**src/rtl/bmalloc_pkg.sv**
```systemverilog
// ----------------------------------------------------------------------------
// Bitmap allocator package
// Shared types and constants for the first-free bitmap allocator.
// ----------------------------------------------------------------------------
package bmalloc_pkg;

    // Fixed field widths of the item interface and the size register.
    localparam int SLOT_W = 10;
    localparam int SIZE_W = 11;

    // Wide enough for a running slot base one word past the largest size.
    localparam int BASE_W = 12;

    localparam logic [SIZE_W-1:0] SIZE_RESET = 11'd1024;

    typedef enum logic [1:0] {
        FUNC_SET    = 2'd0,
        FUNC_CLEAR  = 2'd1,
        FUNC_SEARCH = 2'd2,
        FUNC_INIT   = 2'd3
    } t_func;

    typedef struct packed {
        t_func              func;
        logic [SLOT_W-1:0]  slot_index;
    } t_in_item;

    typedef struct packed {
        logic               found;
        logic [SLOT_W-1:0]  first_free;
        logic               out_of_range;
    } t_out_item;

endpackage

```
**src/rtl/bmalloc_ram.sv**
```systemverilog
// ----------------------------------------------------------------------------
// Bitmap allocator word store
// Simple dual-port RAM with one write port and one registered read port.
// ----------------------------------------------------------------------------
module bmalloc_ram #(
    parameter int WIDTH = 32,
    parameter int DEPTH = 32
) (
    input  logic                                          i_clk,
    input  logic                                          i_we,
    input  logic [((DEPTH > 1) ? $clog2(DEPTH) : 1)-1:0]  i_waddr,
    input  logic [WIDTH-1:0]                              i_wdata,
    input  logic [((DEPTH > 1) ? $clog2(DEPTH) : 1)-1:0]  i_raddr,
    output logic [WIDTH-1:0]                              o_rdata
);

    logic [WIDTH-1:0] r_mem [DEPTH];
    logic [WIDTH-1:0] r_rdata;

    always_ff @(posedge i_clk) begin
        if (i_we) begin
            r_mem[i_waddr] <= i_wdata;
        end
        r_rdata <= r_mem[i_raddr];
    end

    assign o_rdata = r_rdata;

endmodule

```
**src/rtl/bitmap_allocator_first_free_top.sv**
```systemverilog
// ----------------------------------------------------------------------------
// Bitmap allocator with first-free search
// Keeps a used/free bitmap in a word RAM and serves set, clear, search and
// init requests one at a time through a small sequencer.
// ----------------------------------------------------------------------------
// Each request yields exactly one result transfer. Set and clear pass through
// a reciprocal multiply that finds the word, then a read-modify-write of that
// word through the registered RAM port; an index outside the managed size
// skips the RAM and is answered out of range. Search reads the words in use
// one per cycle from the single RAM read port and stops at the first word with
// a free bit, answering not found when no word in use has one. Init writes one
// word per cycle. The RAM port therefore sets the rate of the long operations.
// A result that still waits in the output register holds the next finished
// result back for as long as it waits. After reset the block clears the RAM
// word by word, during which input transfers are stalled; size writes are
// taken at any time. A finished result sits in an output register, so the
// next request may be accepted while the previous result still waits to be
// taken.
// ----------------------------------------------------------------------------
module bitmap_allocator_first_free_top
    import bmalloc_pkg::*;
#(
    parameter int WORD_BITS = 32,
    parameter int NUM_WORDS = 32
) (
    input  logic              i_clk,
    input  logic              i_rst_n,
    // Size register write port.
    input  logic              i_cfg_we,
    input  logic [SIZE_W-1:0] i_cfg_wdata,
    // Request channel.
    input  logic              i_in_valid,
    output logic              o_in_stall,
    input  t_in_item          i_in_data,
    // Result channel.
    output logic              o_out_valid,
    input  logic              i_out_stall,
    output t_out_item         o_out_data
);

    // Address and bit position widths follow from the bitmap geometry.
    localparam int AW = (NUM_WORDS > 1) ? $clog2(NUM_WORDS) : 1;
    localparam int BW = $clog2(WORD_BITS);

    // Capacity in slots, clamped to what the size register can express.
    localparam int CAP = NUM_WORDS * WORD_BITS;
    localparam logic [SIZE_W-1:0] CAP_CLAMP =
        SIZE_W'((CAP > 2047) ? 2047 : CAP);

    // Reciprocal for slot_index / WORD_BITS: exact for every 10-bit index
    // because the shift carries BW bits of headroom beyond the index width.
    localparam int RSHIFT = SLOT_W + BW;
    localparam int RECIP = ((1 << RSHIFT) + WORD_BITS - 1) / WORD_BITS;
    localparam logic [RSHIFT-1:0] RECIP_C = RSHIFT'(RECIP);
    localparam logic [SLOT_W-1:0] WORD_C = SLOT_W'(WORD_BITS);
    localparam logic [BASE_W-1:0] STEP_C = BASE_W'(WORD_BITS);
    localparam logic [AW-1:0] LAST_ADDR = AW'(NUM_WORDS - 1);

    typedef enum logic [7:0] {
        S_CLR  = 8'b0000_0001,
        S_IDLE = 8'b0000_0010,
        S_DIV  = 8'b0000_0100,
        S_RD   = 8'b0000_1000,
        S_WR   = 8'b0001_0000,
        S_SRCH = 8'b0010_0000,
        S_INIT = 8'b0100_0000,
        S_DONE = 8'b1000_0000
    } t_state;

    // Control registers.
    t_state            r_state, n_state;
    logic [SIZE_W-1:0] r_size;
    logic              r_out_valid, n_out_valid;
    logic              r_pv, n_pv;

    // Working registers.
    t_func             r_func, n_func;
    logic [SLOT_W-1:0] r_idx, n_idx;
    logic [SLOT_W-1:0] r_q, n_q;
    logic [BW-1:0]     r_bitpos, n_bitpos;
    logic [AW-1:0]     r_addr, n_addr;
    logic [BASE_W-1:0] r_base, n_base;
    logic [BASE_W-1:0] r_pbase, n_pbase;
    t_out_item         r_res, n_res;
    t_out_item         r_out, n_out;

    // RAM port signals.
    logic                 ram_we;
    logic [AW-1:0]        ram_waddr;
    logic [WORD_BITS-1:0] ram_wdata;
    logic [AW-1:0]        ram_raddr;
    logic [WORD_BITS-1:0] ram_rdata;

    // Datapath signals.
    logic [SIZE_W-1:0]      slots_n;
    logic [BASE_W-1:0]      slots_n_ext;
    logic                   in_accept;
    logic                   out_free;
    logic [SLOT_W+RSHIFT-1:0] recip_prod;
    logic [2*SLOT_W-1:0]    word_prod;
    logic [SLOT_W-1:0]      bit_diff;
    logic [WORD_BITS-1:0]   bit_mask;
    logic [BASE_W-1:0]      tail_base;
    logic [BASE_W-1:0]      tail_rem;
    logic [WORD_BITS-1:0]   tail_mask;
    logic [WORD_BITS-1:0]   free_bits;
    logic [WORD_BITS-1:0]   lowest_free;
    logic [BW-1:0]          free_pos;
    logic [BASE_W-1:0]      free_slot;
    logic                   issue_more;
    logic                   idx_in_range;

    bmalloc_ram #(
        .WIDTH (WORD_BITS),
        .DEPTH (NUM_WORDS)
    ) u_ram (
        .i_clk   (i_clk),
        .i_we    (ram_we),
        .i_waddr (ram_waddr),
        .i_wdata (ram_wdata),
        .i_raddr (ram_raddr),
        .o_rdata (ram_rdata)
    );

    // Slots actually managed: the size register bounded by the capacity.
    assign slots_n     = (r_size > CAP_CLAMP) ? CAP_CLAMP : r_size;
    assign slots_n_ext = BASE_W'(slots_n);

    assign in_accept = i_in_valid && (r_state == S_IDLE);
    assign out_free  = !r_out_valid || !i_out_stall;

    // Word and bit of the requested slot.
    assign recip_prod   = r_idx * RECIP_C;
    assign word_prod    = r_q * WORD_C;
    assign bit_diff     = r_idx - word_prod[SLOT_W-1:0];
    assign idx_in_range = {1'b0, r_idx} < slots_n;

    always_comb begin
        bit_mask = '0;
        bit_mask[r_bitpos] = 1'b1;
    end

    // Shared tail unit: every bit at or past the managed size reads as used.
    // Search feeds it the base of the word coming back from the RAM, init the
    // base of the word being written.
    assign tail_base = (r_state == S_SRCH) ? r_pbase : r_base;
    assign tail_rem  = slots_n_ext - tail_base;

    always_comb begin
        for (int b = 0; b < WORD_BITS; b++) begin
            tail_mask[b] = (BASE_W'(b) >= tail_rem);
        end
    end

    // Lowest free bit of the returned word, isolated and encoded.
    assign free_bits   = ~(ram_rdata | tail_mask);
    assign lowest_free = free_bits & (~free_bits + WORD_BITS'(1));

    always_comb begin
        free_pos = '0;
        for (int b = 0; b < WORD_BITS; b++) begin
            if (lowest_free[b]) begin
                free_pos = free_pos | BW'(b);
            end
        end
    end

    assign free_slot  = r_pbase + BASE_W'(free_pos);
    assign issue_more = r_base < slots_n_ext;

    // Sequencer.
    always_comb begin
        n_state     = r_state;
        n_out_valid = r_out_valid;
        n_pv        = 1'b0;
        n_func      = r_func;
        n_idx       = r_idx;
        n_q         = r_q;
        n_bitpos    = r_bitpos;
        n_addr      = r_addr;
        n_base      = r_base;
        n_pbase     = r_pbase;
        n_res       = r_res;
        n_out       = r_out;
        ram_we      = 1'b0;
        ram_waddr   = r_addr;
        ram_wdata   = '0;
        ram_raddr   = r_addr;

        if (r_out_valid && !i_out_stall) begin
            n_out_valid = 1'b0;
        end

        unique case (r_state)
            S_CLR: begin
                ram_we = 1'b1;
                if (r_addr == LAST_ADDR) begin
                    n_state = S_IDLE;
                end else begin
                    n_addr = r_addr + AW'(1);
                end
            end
            S_IDLE: begin
                if (in_accept) begin
                    n_func = i_in_data.func;
                    n_idx  = i_in_data.slot_index;
                    n_addr = '0;
                    n_base = '0;
                    unique case (i_in_data.func)
                        FUNC_SET, FUNC_CLEAR: n_state = S_DIV;
                        FUNC_SEARCH:          n_state = S_SRCH;
                        FUNC_INIT:            n_state = S_INIT;
                        default:              n_state = S_IDLE;
                    endcase
                end
            end
            S_DIV: begin
                n_q = recip_prod[RSHIFT +: SLOT_W];
                if (idx_in_range) begin
                    n_state = S_RD;
                end else begin
                    n_res   = '{found: 1'b0, first_free: '0, out_of_range: 1'b1};
                    n_state = S_DONE;
                end
            end
            S_RD: begin
                ram_raddr = AW'(r_q);
                n_bitpos  = bit_diff[BW-1:0];
                n_state   = S_WR;
            end
            S_WR: begin
                ram_we    = 1'b1;
                ram_waddr = AW'(r_q);
                if (r_func == FUNC_SET) begin
                    ram_wdata = ram_rdata | bit_mask;
                end else begin
                    ram_wdata = ram_rdata & ~bit_mask;
                end
                n_res   = '0;
                n_state = S_DONE;
            end
            S_SRCH: begin
                if (issue_more) begin
                    n_addr = r_addr + AW'(1);
                    n_base = r_base + STEP_C;
                end
                n_pv    = issue_more;
                n_pbase = r_base;
                if (r_pv && (free_bits != '0)) begin
                    n_res   = '{found: 1'b1, first_free: free_slot[SLOT_W-1:0],
                                out_of_range: 1'b0};
                    n_state = S_DONE;
                end else if (!r_pv && !issue_more) begin
                    n_res   = '0;
                    n_state = S_DONE;
                end
            end
            S_INIT: begin
                if (issue_more) begin
                    ram_we    = 1'b1;
                    ram_wdata = tail_mask;
                    n_addr    = r_addr + AW'(1);
                    n_base    = r_base + STEP_C;
                end else begin
                    n_res   = '0;
                    n_state = S_DONE;
                end
            end
            S_DONE: begin
                if (out_free) begin
                    n_out       = r_res;
                    n_out_valid = 1'b1;
                    n_state     = S_IDLE;
                end
            end
            default: n_state = S_IDLE;
        endcase
    end

    // Control state.
    always_ff @(posedge i_clk) begin
        if (!i_rst_n) begin
            r_state     <= S_CLR;
            r_size      <= SIZE_RESET;
            r_out_valid <= 1'b0;
            r_pv        <= 1'b0;
            r_addr      <= '0;
        end else begin
            r_state     <= n_state;
            r_out_valid <= n_out_valid;
            r_pv        <= n_pv;
            r_addr      <= n_addr;
            if (i_cfg_we) begin
                r_size <= i_cfg_wdata;
            end
        end
    end

    // Payload and working registers.
    always_ff @(posedge i_clk) begin
        r_func   <= n_func;
        r_idx    <= n_idx;
        r_q      <= n_q;
        r_bitpos <= n_bitpos;
        r_base   <= n_base;
        r_pbase  <= n_pbase;
        r_res    <= n_res;
        r_out    <= n_out;
    end

    assign o_in_stall  = (r_state != S_IDLE);
    assign o_out_valid = r_out_valid;
    assign o_out_data  = r_out;

`ifndef SYNTH
    // An accepted request keeps the input side stalled in the next cycle.
    a_busy_after_accept: assert property (
        @(posedge i_clk) disable iff (!i_rst_n)
        in_accept |=> o_in_stall
    ) else $error("input not stalled after a request was accepted");

    // Search results and range flags never appear together.
    a_flags_exclusive: assert property (
        @(posedge i_clk) disable iff (!i_rst_n)
        o_out_valid |-> !(o_out_data.found && o_out_data.out_of_range)
    ) else $error("found and out_of_range both set");

    // A slot reported free always lies inside the managed size.
    a_found_in_range: assert property (
        @(posedge i_clk) disable iff (!i_rst_n)
        (o_out_valid && o_out_data.found) |-> ({1'b0, o_out_data.first_free} < slots_n)
    ) else $error("reported free slot lies outside the managed size");

    // A new result is only ever loaded from the completion state.
    a_result_from_done: assert property (
        @(posedge i_clk) disable iff (!i_rst_n)
        $rose(o_out_valid) |-> $past(r_state == S_DONE)
    ) else $error("result offered without the sequencer completing");
`endif

endmodule
```
**config.mk**
```make
export PLATFORM = sky130hd
export DESIGN_NAME = bitmap_allocator_first_free_top
export DESIGN_NICKNAME = d
export VERILOG_FILES = /design/src/rtl/bmalloc_pkg.sv /design/src/rtl/bmalloc_ram.sv /design/src/rtl/bitmap_allocator_first_free_top.sv
export SDC_FILE = /design/constraint.sdc
export NUM_CORES = 2
export LEC_CHECK = 0
export BUFFER_PORTS_ARGS = -buffer_cell sky130_fd_sc_hd__buf_2
export CAP_MARGIN = 30
export CORE_UTILIZATION = 46
export DETAILED_ROUTE_END_ITERATION = 10
export PLACE_DENSITY = 0.63
export SLEW_MARGIN = 20
export SYNTH_ARGS = -nofsm -noshare
export SYNTH_HDL_FRONTEND = slang
export SYNTH_SLANG_ARGS = --single-unit
```
**constraint.sdc**
```tcl
create_clock -name i_clk -period 12.7 [get_ports i_clk]
set_clock_uncertainty 0.05 [all_clocks]
set_input_delay 2.54 -clock i_clk [delete_from_list [all_inputs] [get_ports i_clk]]
set_output_delay 2.54 -clock i_clk [all_outputs]
set_load 0.01 [all_outputs]
```
==> results.md <==
- Antenna violations before repair: 0
- Die area: 104,000 sq um
- Sequential-to-total area share from yosys stat: 71.34%
- Worst slew pin tran: 1371 ps
- RSZ-0062 raised after global routing: false
- Finished Layout Cells: 5,219
- Largest delay contributor family on the critical path: compound AO/OA/AOI/OAI gates
- Worst VDD drop: 0.0001360 V
- # diodes: 0
- CP Buf/Inv Count: 4
- Die Width: 322.5 um
- Final Critical Period: 5699 ps
- Setup Total Neg Slack: 0 ps
- CTS tree: done
- Final setup viols: 0
- Initial Util: 46.45%
- Max-slew violations: 0
- Post-cts repair resize count: 0
- # hold bufs at CTS: 0
- Required @ worst endpoint: 13,030 ps
- # Post-CTS Setup Buffers: 0
- Std cell rows: 117
- Vias in the first global route: 29,005
- Wire per inst: 25.46 um
- Clk Tree Root Cell: clkbuf_16
- Syn nets: 3,819
- Cells after DPL: 5,004
- Relative slew slack: 8.586%
- Largest net degree at the start of global routing: 190
- Hold WC Path Type: flip-flop to flip-flop
- Fmax: 175.5 MHz
- H-Tree Depth: 3
- Port buffer count: 41
- Final HPWL DP: 68.09 mm
- Via count: 31,213
- CP max FO: 37
- Total grt overflow: 0
- Clock buffer depth: 3
- Core Footprint: 101,700 sq um
- Worst-path cell chain: clkinv_1, nand2_1, inv_1, ha_1, a21oi_1, a211o_1, o311ai_0, a211oi_4, buf_4, a21oi_1, or3_4, nand4bb_4, o41ai_4, o211ai_2, nand4_1, inv_1
- Yosys reg bits: 1,142
- Cell Area, Synth: 47,260 sq um
- Slowest stage delay, CP: 750 ps
- Post-synth EDFFs: 1,084
- DRT iter0 DRCs: 3,880
- Number of fill cells: 8,411
- Die H: 322.5 um
- Post-route ant nets: 0
- Mapped Cells: 3,767
- Crit end category: flip-flop
- Mean post-synth cell area: 12.54 sq um
- CTS clk-pin slew, worst paths: 60 ps
- Pwr Density: 177.2 nW/um^2
- Max cap viols: 0
- Clk_lat worst skew: 710 ps
- Crit-path slowest cell: dfxtp_1
- Synth cell types: 74
- First-pass GRT wire length: 193.0 mm
- Yosys warns: 0
- Most used DFF post-synth: edfxtp_1
- Async SR Flop Fraction: 0%
- Kind of critical path: flip-flop to flip-flop
- Net count, final: 3,806
- Vias/cell: 5.981
- Clock sink count: 1,142
- Tcrit/Tclk final: 44.87%
- Crit path DAT: 6030 ps
- TritonRoute pass-1 iters: 6
- Global Route Usage Sum: 25.25%
- Area growth syn-to-layout: 12.66%
- Pleak: 18.68 nW
- Status: complete, no violations
- Setup crit start kind: flip-flop
- WL final: 132.9 mm
- Final Hold Fails: 0
- Top-Level Pins: 42
- Gpl congestion: 0.9907
- Cts bufs inserted: 112
- Layout cells sized above 1: 9.764%
- Drt drc: 0
layout make-up:
type                       instances  area, sq um  area share [%]
clock buffer                     156         3040           5.711
clock inverter                    55        485.5          0.9118
inverter                          30        112.6          0.2115
multi-input combinational       2344        13110           24.63
sequential                      1142        33710           63.32
tap                             1368         1712           3.215
timing repair buffer             124         1066           2.002
worst paths after layout:
| kind | depth (start not counted) | startpoint | slack (ps) | to |
|---|---|---|---|---|
| min reg2reg | 0 | r_res[7] | 380 | o_out_data[7] |
| max reg2reg | 16 | r_size[10] | 7000 | r_res[5] |
| min | 0 | r_res[7] | 380 | o_out_data[7] |
| max | 16 | r_size[10] | 7000 | r_res[5] |
synthesized netlist by cell type, types with 15 or more instances:
master | instances | share of area (%)
nand2_1 | 1097 | 8.7
edfxtp_1 | 1084 | 69
clkbuf_1 | 236 | 1.9
and3_1 | 203 | 2.7
a31oi_1 | 148 | 2.0
nand3_1 | 143 | 1.5
a311oi_1 | 128 | 2.4
nor2_1 | 108 | 0.86
a211oi_1 | 100 | 1.6
a21oi_1 | 71 | 0.75
dfxtp_1 | 58 | 2.5
mux2i_1 | 56 | 1.2
a21o_1 | 39 | 0.62
o21ai_0 | 32 | 0.34
o22ai_1 | 30 | 0.40
inv_1 | 26 | 0.21
ha_1 | 24 | 0.64
nor2b_1 | 20 | 0.26
nor3_1 | 15 | 0.16
routing by layer:
| metal | up-vias | global-route usage [%] | part of all wire [%] |
|---|---|---|---|
| met5 | - | 0 | 0 |
| met4 | 0 | 7.651 | 2.8 |
| met3 | 215 | 2.945 | 7.6 |
| met2 | 1432 | 40.41 | 47 |
| met1 | 15616 | 36.26 | 43 |
| li1 | 13950 | - | - |
kinds of logic (layout without fill, tap and decap cells):
group / count (synthesis) / count (layout) / synth area share [%]
XOR/XNOR: 8 / 8 / 0.1483
flip-flops: 1142 / 1142 / 71.34
AND/OR/NAND/NOR: 1658 / 1658 / 15.38
adder cells (fa/ha/maj): 24 / 24 / 0.6354
AO/OA/AOI/OAI: 595 / 595 / 8.986
multiplexers: 59 / 59 / 1.258
buffers and inverters: 281 / 365 / 2.253
flip-flops by register name (all words and copies together) (netlist names):
signal	count
r_res	12
r_q	5
u_ram.o_rdata	32
r_base	7
r_func	2
r_size	11
o_out_data	12
u_ram.r_mem	1024
r_pbase	7
r_bitpos	5
o_out_valid	1
r_state	8
r_idx	10
r_pv	1
r_addr	5
worst reg2reg max path, stage by stage, from the launching register on:
cell       delay (ps)
dfxtp_1           750
clkinv_1          500
nand2_1           240
inv_1              60
ha_1              340
a21oi_1           220
a211o_1           160
o311ai_0          250
a211oi_4          280
buf_4             400
a21oi_1           220
or3_4             450
nand4bb_4         270
o41ai_4           580
o211ai_2          210
nand4_1           150
inv_1             250
cells in the final DEF, fill, tap and decap left out, types with 52 or more instances in the layout:
master	n
a211oi_1	100
a21oi_1	71
a31oi_1	148
dfxtp_1	58
and3_1	203
edfxtp_1	1084
a311oi_1	128
clkbuf_16	114
nand2_1	1097
nand3_1	143
nor2_1	75
mux2i_1	52
buf_4	56
metrics by stage:
step	cell area, sq um	power (mW)	setup WS [ps]	hold WS (ps)	util (%)
after global routing	53240	9.762	6775	391.9	52.33
after CTS	53140	9.442	7140	381.9	52.23
after detailed placement	49610	6.263	7178	364.2	48.76
final	53240	9.434	7001	383.5	52.33
after floorplan	47260	5.633	7403	350.3	-
after global placement	49280	6.255	6768	355.0	48.43
report_power, final:
| group | switching, mW | internal, mW |
|---|---|---|
| registers | 0.144 | 4.25 |
| logic | 1.26 | 0.558 |
| clock network | 1.40 | 1.81 |
| total | 2.81 | 6.63 |
(Power assumes the default switching activity.)
